$ cat src/rtl/gbn_pkg.sv
package gbn_pkg;

  localparam int SEQ_SPACE = 4;
  localparam int SEQ_W     = 2;
  localparam int PAY_W     = 32;
  localparam int CNT_W     = 2;
  localparam int TDATA_W   = 40;
  localparam int TUSER_W   = 3;

  localparam logic [1:0] ACT_RX   = 2'd0;
  localparam logic [1:0] ACT_SEND = 2'd1;
  localparam logic [1:0] ACT_TICK = 2'd2;

  localparam logic [1:0] KIND_TX      = 2'd0;
  localparam logic [1:0] KIND_DELIVER = 2'd1;
  localparam logic [1:0] KIND_REFUSE  = 2'd2;

  localparam logic REG_TIMEOUT = 1'b0;
  localparam logic REG_WINDOW  = 1'b1;

  localparam logic [31:0] TIMEOUT_RESET = 32'd3000000;
  localparam logic [1:0]  WINDOW_RESET  = 2'd3;

  typedef enum logic [1:0] {
    ST_IDLE,
    ST_STEP,
    ST_DECIDE,
    ST_EMIT
  } state_t;

  typedef enum logic [1:0] {
    EM_DELIVER_ACK,
    EM_SEND,
    EM_REFUSE,
    EM_RESEND
  } emit_mode_t;

endpackage

$ cat src/rtl/go_back_n_link_endpoint_unit.sv
// Go-Back-N link endpoint, sequence numbers modulo four.
// Input stream: one event per request. tuser selects the event (receive, send,
// tick) and flags a received ack; tdata carries the sequence number and payload.
// Output stream: frames to transmit, payloads delivered upward and send refusals;
// tlast marks the final result of one input request.
// Configuration: cfg_we writes timeout_ticks (index 0) or window_limit (index 1).
// Sequencing: an accepted request is latched, passes a step state (tick counter
// update) and a decision state in the shared compare unit, then emits one result
// per cycle while out_tready allows; a request has no results or up to 3 (3 for
// a retransmit of the whole window). in_tready is high only in idle.
// The last result sits in the output register while the next request is taken.
// Stall: while out_tready is low the output register holds its result and the
// sequencer waits; the request after it waits at in_tready.
// Reset: window empty, all sequence numbers zero, timer cleared, registers at
// their reset values (timeout 3000000, window 3). The window store is not
// cleared; only entries written by a send are ever read.
module go_back_n_link_endpoint_unit (
  input  logic                        clk,
  input  logic                        rst_n,
  input  logic                        in_tvalid,
  output logic                        in_tready,
  input  logic [gbn_pkg::TDATA_W-1:0] in_tdata,  // rx_seq, payload, zero fill
  input  logic [gbn_pkg::TUSER_W-1:0] in_tuser,  // action, rx_is_ack
  output logic                        out_tvalid,
  input  logic                        out_tready,
  output logic [gbn_pkg::TDATA_W-1:0] out_tdata, // out_seq, out_payload, zero fill
  output logic [gbn_pkg::TUSER_W-1:0] out_tuser, // out_kind, out_is_ack
  output logic                        out_tlast,
  input  logic                        cfg_we,
  input  logic                        cfg_index,
  input  logic [31:0]                 cfg_wdata
);

  localparam int SW = gbn_pkg::SEQ_W;
  localparam int PW = gbn_pkg::PAY_W;
  localparam int CW = gbn_pkg::CNT_W;

  gbn_pkg::state_t     state_r, state_nxt;
  gbn_pkg::emit_mode_t mode_r, mode_nxt;

  logic [1:0]    act_r;
  logic          is_ack_r;
  logic [SW-1:0] seq_r;
  logic [PW-1:0] pay_r;

  logic [31:0]   timeout_r;
  logic [1:0]    window_limit_r;

  logic [SW-1:0] send_base_r;
  logic [SW-1:0] next_seq_r;
  logic [CW-1:0] outstanding_r;
  logic [SW-1:0] rx_expected_r;
  logic [31:0]   elapsed_r;

  logic [PW-1:0] window_store [gbn_pkg::SEQ_SPACE];

  logic [SW-1:0] emit_seq_r, emit_seq_nxt;
  logic [CW-1:0] idx_r;
  logic [CW-1:0] last_idx_r, last_idx_nxt;

  logic          out_valid_r;
  logic [1:0]    out_kind_r;
  logic          out_is_ack_r;
  logic [SW-1:0] out_seq_r;
  logic [PW-1:0] out_payload_r;
  logic          out_last_r;

  logic [31:0]   cmp_a, cmp_b;
  logic          cmp_ge;
  logic [SW-1:0] ack_dist;
  logic [2:0]    ack_span;
  logic          ack_ok, data_ok, send_ok, send_refuse, resend, has_result;
  logic          emit_load, emit_done;
  logic [1:0]    em_kind;
  logic          em_is_ack;
  logic [SW-1:0] em_seq;
  logic [PW-1:0] em_payload;
  logic          em_last;
  logic          em_from_store;
  logic [SW-1:0] window_sum;

  // shared compare unit
  assign cmp_ge = (cmp_a >= cmp_b);

  assign ack_dist = seq_r - send_base_r;
  assign ack_span = {1'b0, ack_dist} + 3'd1;

  always_comb begin
    cmp_a = '0;
    cmp_b = '0;
    case (act_r)
      gbn_pkg::ACT_RX: begin
        cmp_a = {{(32-CW){1'b0}}, outstanding_r};
        cmp_b = {29'd0, ack_span};
      end
      gbn_pkg::ACT_SEND: begin
        cmp_a = {{(32-CW){1'b0}}, outstanding_r};
        cmp_b = {30'd0, window_limit_r};
      end
      gbn_pkg::ACT_TICK: begin
        cmp_a = elapsed_r;
        cmp_b = timeout_r;
      end
      default: begin
        cmp_a = '0;
        cmp_b = '0;
      end
    endcase
  end

  always_comb begin
    ack_ok      = (act_r == gbn_pkg::ACT_RX) && is_ack_r && cmp_ge;
    data_ok     = (act_r == gbn_pkg::ACT_RX) && !is_ack_r && (seq_r == rx_expected_r);
    send_refuse = (act_r == gbn_pkg::ACT_SEND) && cmp_ge;
    send_ok     = (act_r == gbn_pkg::ACT_SEND) && !cmp_ge;
    resend      = (act_r == gbn_pkg::ACT_TICK) && (outstanding_r != '0) && cmp_ge;
    has_result  = data_ok || send_refuse || send_ok || resend;
    mode_nxt     = gbn_pkg::EM_REFUSE;
    emit_seq_nxt = '0;
    last_idx_nxt = '0;
    if (data_ok) begin
      mode_nxt     = gbn_pkg::EM_DELIVER_ACK;
      emit_seq_nxt = seq_r;
      last_idx_nxt = CW'(1);
    end else if (send_ok) begin
      mode_nxt     = gbn_pkg::EM_SEND;
      emit_seq_nxt = next_seq_r;
    end else if (resend) begin
      mode_nxt     = gbn_pkg::EM_RESEND;
      emit_seq_nxt = send_base_r;
      last_idx_nxt = outstanding_r - CW'(1);
    end
  end

  // next state
  always_comb begin
    state_nxt = state_r;
    case (state_r)
      gbn_pkg::ST_IDLE:   if (in_tvalid) state_nxt = gbn_pkg::ST_STEP;
      gbn_pkg::ST_STEP:   state_nxt = gbn_pkg::ST_DECIDE;
      gbn_pkg::ST_DECIDE: state_nxt = has_result ? gbn_pkg::ST_EMIT : gbn_pkg::ST_IDLE;
      gbn_pkg::ST_EMIT:   if (emit_done) state_nxt = gbn_pkg::ST_IDLE;
      default:            state_nxt = gbn_pkg::ST_IDLE;
    endcase
  end

  // sequencer outputs
  always_comb begin
    in_tready = 1'b0;
    emit_load = 1'b0;
    case (state_r)
      gbn_pkg::ST_IDLE: in_tready = 1'b1;
      gbn_pkg::ST_EMIT: emit_load = !out_valid_r || out_tready;
      default: begin
        in_tready = 1'b0;
        emit_load = 1'b0;
      end
    endcase
  end

  assign emit_done = emit_load && (idx_r == last_idx_r);

  // result formatting
  always_comb begin
    em_kind       = gbn_pkg::KIND_TX;
    em_is_ack     = 1'b0;
    em_seq        = emit_seq_r;
    em_payload    = pay_r;
    em_last       = (idx_r == last_idx_r);
    em_from_store = 1'b0;
    case (mode_r)
      gbn_pkg::EM_DELIVER_ACK: begin
        if (idx_r == '0) begin
          em_kind = gbn_pkg::KIND_DELIVER;
        end else begin
          em_is_ack  = 1'b1;
          em_payload = '0;
        end
      end
      gbn_pkg::EM_SEND: em_kind = gbn_pkg::KIND_TX;
      gbn_pkg::EM_REFUSE: begin
        em_kind    = gbn_pkg::KIND_REFUSE;
        em_seq     = '0;
        em_payload = '0;
      end
      gbn_pkg::EM_RESEND: begin
        em_seq        = emit_seq_r + SW'(idx_r);
        em_from_store = 1'b1;
      end
      default: em_kind = gbn_pkg::KIND_TX;
    endcase
  end

  always_ff @(posedge clk) begin
    if (!rst_n) begin
      state_r <= gbn_pkg::ST_IDLE;
    end else begin
      state_r <= state_nxt;
    end
  end

  always_ff @(posedge clk) begin
    if (!rst_n) begin
      timeout_r      <= gbn_pkg::TIMEOUT_RESET;
      window_limit_r <= gbn_pkg::WINDOW_RESET;
    end else if (cfg_we) begin
      case (cfg_index)
        gbn_pkg::REG_TIMEOUT: timeout_r      <= cfg_wdata;
        gbn_pkg::REG_WINDOW:  window_limit_r <= cfg_wdata[1:0];
        default:              timeout_r      <= timeout_r;
      endcase
    end
  end

  // request latch
  always_ff @(posedge clk) begin
    if (in_tvalid && in_tready) begin
      act_r    <= in_tuser[1:0];
      is_ack_r <= in_tuser[2];
      seq_r    <= in_tdata[SW-1:0];
      pay_r    <= in_tdata[SW+PW-1:SW];
    end
  end

  // link state
  always_ff @(posedge clk) begin
    if (!rst_n) begin
      send_base_r   <= '0;
      next_seq_r    <= '0;
      outstanding_r <= '0;
      rx_expected_r <= '0;
      elapsed_r     <= '0;
      mode_r        <= gbn_pkg::EM_REFUSE;
      emit_seq_r    <= '0;
      idx_r         <= '0;
      last_idx_r    <= '0;
    end else begin
      case (state_r)
        gbn_pkg::ST_STEP: begin
          if (act_r == gbn_pkg::ACT_TICK && outstanding_r != '0 && elapsed_r != '1) begin
            elapsed_r <= elapsed_r + 32'd1;
          end
        end
        gbn_pkg::ST_DECIDE: begin
          mode_r     <= mode_nxt;
          emit_seq_r <= emit_seq_nxt;
          last_idx_r <= last_idx_nxt;
          idx_r      <= '0;
          if (ack_ok) begin
            send_base_r   <= seq_r + SW'(1);
            outstanding_r <= outstanding_r - ack_span[CW-1:0];
            elapsed_r     <= '0;
          end
          if (data_ok) begin
            rx_expected_r <= rx_expected_r + SW'(1);
          end
          if (send_ok) begin
            next_seq_r    <= next_seq_r + SW'(1);
            outstanding_r <= outstanding_r + CW'(1);
            elapsed_r     <= '0;
          end
          if (resend) begin
            next_seq_r <= send_base_r + SW'(outstanding_r);
            elapsed_r  <= '0;
          end
        end
        gbn_pkg::ST_EMIT: begin
          if (emit_load) begin
            idx_r <= idx_r + CW'(1);
          end
        end
        default: idx_r <= idx_r;
      endcase
    end
  end

  // window store
  always_ff @(posedge clk) begin
    if (state_r == gbn_pkg::ST_DECIDE && send_ok) begin
      window_store[next_seq_r] <= pay_r;
    end
  end

  // output register
  always_ff @(posedge clk) begin
    if (!rst_n) begin
      out_valid_r <= 1'b0;
    end else if (emit_load) begin
      out_valid_r <= 1'b1;
    end else if (out_tready) begin
      out_valid_r <= 1'b0;
    end
  end

  always_ff @(posedge clk) begin
    if (emit_load) begin
      out_kind_r    <= em_kind;
      out_is_ack_r  <= em_is_ack;
      out_seq_r     <= em_seq;
      out_payload_r <= em_from_store ? window_store[em_seq] : em_payload;
      out_last_r    <= em_last;
    end
  end

  assign out_tvalid = out_valid_r;
  assign out_tdata  = {{(gbn_pkg::TDATA_W-SW-PW){1'b0}}, out_payload_r, out_seq_r};
  assign out_tuser  = {out_is_ack_r, out_kind_r};
  assign out_tlast  = out_last_r;

  assign window_sum = send_base_r + SW'(outstanding_r);

  a_accept_steps: assert property (@(posedge clk) disable iff (!rst_n)
    (in_tvalid && in_tready) |=> (state_r == gbn_pkg::ST_STEP))
    else $error("accepted request did not enter step");

  a_last_returns_idle: assert property (@(posedge clk) disable iff (!rst_n)
    emit_done |=> (state_r == gbn_pkg::ST_IDLE))
    else $error("sequencer kept emitting after the final result");

  a_window_consistent: assert property (@(posedge clk) disable iff (!rst_n)
    (state_r == gbn_pkg::ST_IDLE) |-> (next_seq_r == window_sum))
    else $error("next sequence number out of step with window");

  a_window_only_in_decide: assert property (@(posedge clk) disable iff (!rst_n)
    (state_r != gbn_pkg::ST_DECIDE) |=> ($stable(outstanding_r) && $stable(send_base_r)))
    else $error("window changed outside the decision cycle");

  a_load_when_free: assert property (@(posedge clk) disable iff (!rst_n)
    (emit_load && out_valid_r) |-> out_tready)
    else $error("output register overwritten while stalled");

endmodule

$ cat config.mk
export PLATFORM = sky130hd
export DESIGN_NAME = go_back_n_link_endpoint_unit
export DESIGN_NICKNAME = d
export VERILOG_FILES = /design/src/rtl/gbn_pkg.sv /design/src/rtl/go_back_n_link_endpoint_unit.sv
export SDC_FILE = /design/constraint.sdc
export NUM_CORES = 1
export LEC_CHECK = 0
export BUFFER_PORTS_ARGS = -buffer_cell sky130_fd_sc_hd__buf_2
export CAP_MARGIN = 20
export CORE_MARGIN = 2
export CORE_UTILIZATION = 40
export CTS_BUF_LIST = sky130_fd_sc_hd__clkbuf_4 sky130_fd_sc_hd__clkbuf_8
export DETAILED_ROUTE_END_ITERATION = 7
export GPL_TIMING_DRIVEN = 0
export PLACE_DENSITY = 0.62
export SYNTH_ARGS = -nofsm -noshare
export SYNTH_HDL_FRONTEND = slang
export SYNTH_SLANG_ARGS = --single-unit
$ cat constraint.sdc
create_clock -name clk -period 3.6 [get_ports clk]
set_input_delay 0.36 -clock clk [delete_from_list [all_inputs] [get_ports clk]]
set_output_delay 0.36 -clock clk [all_outputs]
set_load 0.05 [all_outputs]
==> impl_metrics.toml <==
[global_route]
first_global_vias = 9633
grt_pass1_wl_um = 50500
grt.total_usage = 0.193
antenna_found_initial = 0
grt_max_degree = 33
grt_overflow = 0

[clock_network]
htreeDepth = 2
cts_made_buffers = 49
cts_buffer_depth = 3
clk_pin_slew_ns = 0.06
clock_sinks = 288
cts_tree = "yes"
cts_root_buffer = "clkbuf_8"
insertion_delay_ns = 0.60

[route]
wl_met1_um = 13700
viasPerCell = 5.12
topRoutingLayerUsed = "met4"
drc = 0
drtIter0Drc = 786
vias = 9741
wl_met3_um = 1890
wirelength_um = 32100
ant_nets = 0
firstDrtPassIters = 5
dr_wl_met2_um = 15500
wl_per_cell_um = 16.9

[power_and_ir_drop]
leakagePower_nw = 6.15
vdd_drop_max_mv = 0.281
power_density_nw_per_um2 = 447
finalPower_mw = 7.23

[synth]
postSynthAreaPerCell_um2 = 10.6
synth_top_area_cell = "edfxtp_1"
syn_inst = 1194
yosys_warnings = 0
yosysSeqAreaShare = 0.616
synth-seq-cells = 288
synth_ff_type = "edfxtp_1"
synth.distinct_cells = 61
ys_top_cells_by_count = "nand2_1, edfxtp_1, nand3_1"
netlist_area_um2 = 12700
yosysMostFrequentCell = "nand2_1"
synth_area_leaders = "edfxtp_1, dfxtp_1, nand2_1"
synth_top_area_frac = 0.481
ys_async_sr_fraction = 0
synth_edf_count = 203

[worst_setup_path]
cpPeakStageDelay_ns = 0.41
critPathKind = "reg -> reg"
startpoint = "act_r[1]"
r2r_cells = 20
path_cells = "buf_6 > inv_6 > nor2_4 > clkbuf_8 > and2_1 > ha_1 > nand4_1 > nor4_4 > nand4_1 > a31oi_4 > nor2_4 > clkbuf_8 > nand2_4 > nand2_2 > ha_4 > xnor2_2 > xnor2_1 > and4_1 > o21ai_2 > mux2i_1"
required_ns = 4.11
slowest_stage = "edfxtp_1"
r2r_setup_slack_ns = -0.09
worst-path-buf-inv = 4
r2r-end = "outstanding_r[1]"
critPathMaxFanout = 10
cp-end-kind = "flip-flop"
cp-endpoint = "outstanding_r[1]"
rr_startpoint = "act_r[1]"
critPathLaunchType = "flip-flop"
critPathTopFamily = "simple AND/OR/NAND/NOR gates"
crit_arrival_ns = 4.20
crit_cells = 20

[placement]
port_buffers = 114
hpwl_um = 19900
dpl_cell_area_um2 = 13900
place.gp.congestion = 0.835

[finish]
drive_gt1_frac = 0.195
n_fill_cell = 2820
stdcell_area_um2 = 16200
area_growth_pct = 27.9
diodes = 0
finish.utilization = 0.516
fin_nets = 1585

[die]
row_count = 65
die_w_um = 182
dieArea_um2 = 33100
fp.coreArea_um2 = 31400
num_io_pins = 127
fp.dieH_um = 182
start_util = 0.404

[timing]
period_minus_slack_ns = 3.69
max_freq_mhz = 271
rsz0062_at_grt = "true"
slew_headroom = 0.456
skew_ns = 0.0258
tightestPinTransition_ns = 0.817
setup_ws_ns = -0.0884
final_hold_viol_count = 0
finalCritPeriodShare = 1.02
slew_violations = 0
setup_viol = 4

[outcome]
status = "complete, but fails checks"
violations = "setup timing"

[flow_run]
maxCapViolations = 0

[hold_path]
min_path_type = "in -> reg"
-- how the worst min path moves through the flow --
stage | to | startpoint | slack (ns) | cells past startpoint
after global routing | timeout_r[2] | cfg_wdata[2] | 0.02 | 3
after global placement | timeout_r[8] | timeout_r[8] | 0.45 | 2
after floorplan | timeout_r[2] | timeout_r[2] | 0.44 | 2
after detailed placement | timeout_r[8] | timeout_r[8] | 0.45 | 2
after CTS | timeout_r[22] | cfg_wdata[22] | 0.002 | 3
final | timeout_r[22] | cfg_wdata[22] | 0.03 | 3
-- placed cells by master, fill, tap and decap left out, types with 16 or more instances in the layout --
cell,instances
nand2_1,294
nor2_1,43
buf_2,114
buf_4,24
and2_1,36
dlygate4sd3_1,65
xor2_1,22
clkbuf_8,56
a21oi_1,79
clkbuf_1,41
clkbuf_4,22
edfxtp_1,203
nand3_1,121
inv_1,16
ha_1,39
dfxtp_1,85
-- flip-flops by register name, summed over array words and instances (netlist names), 2 cells and up --
register and cells:
window_store 128, elapsed_r 32, out_payload_r 32, pay_r 32, timeout_r 32, act_r 2, emit_seq_r 2, idx_r 2
last_idx_r 2, mode_r 2, next_seq_r 2, out_kind_r 2, out_seq_r 2, outstanding_r 2, rx_expected_r 2, send_base_r 2
seq_r 2, state_r 2, window_limit_r 2
-- per-layer routing --
layer / GRT usage / vias up
met5: 0 / -
met3: 0.0385 / 64
met1: 0.240 / 4593
li1: - / 4776
met4: 0.0771 / 0
met2: 0.331 / 308
-- cell type report --
type                    instances  area [um^2]  share of cell area
clock inverters                21          189              0.0117
repair buffers                208         1620               0.100
flip-flops and latches        288         7800               0.481
multi-input cells             825         4770               0.295
inverters                      17         68.8             0.00425
well taps                     402          503              0.0310
clock buffers                  71          852              0.0526
plain buffers                  71          398              0.0246
-- report_power, final --
group	switching, mW	total [mW]	internal (mW)
clock network	1.34	3.09	1.75
logic	0.264	0.462	0.198
registers	0.0606	3.68	3.62
total	1.66	7.23	5.57
-- metrics by stage --
step                      setup TNS [ns]  cells  hold WS (ns)  worst slack, ns
final                            -0.0953   1903        0.0313          -0.0884
after detailed placement         -148.39   1717         0.448            -1.01
after global placement           -146.86   1715         0.445           -0.974
after CTS                         -0.232   1886       0.00231          -0.0861
after floorplan                        0   1199         0.436          0.00389
after global routing               -1.38   1903        0.0219           -0.269
-- worst min-delay path, cell delays in order --
cell and delay (ns):
buf_2 0.10, nand2_1 0.05, a21oi_1 0.05
-- what timing repair did --
item / in CTS / in global routing
buffers inserted: 9 / 17
endpoints found under the hold margin: 65 / 0
endpoints found under the setup margin: 174 / 170
gates cloned: 5 / 0
pin swaps: 17 / 9
hold buffers: 65 / 0
gates resized for setup: 40 / 32
-- cell families (layout without fill, tap and decap cells) --
family / after synthesis / count (layout) / synth area share
adders and majority gates: 44 / 44 / 0.0435
muxes: 5 / 5 / 0.00395
and+or+nand+nor: 575 / 579 / 0.207
AOI/OAI and AO/OA: 157 / 157 / 0.0766
other: 1 / 6 / 0.000296
buffers and inverters: 90 / 388 / 0.0297
xor gates and xnor gates: 34 / 34 / 0.0235
DFF: 288 / 288 / 0.616
Power figures use the tool's default switching activity.
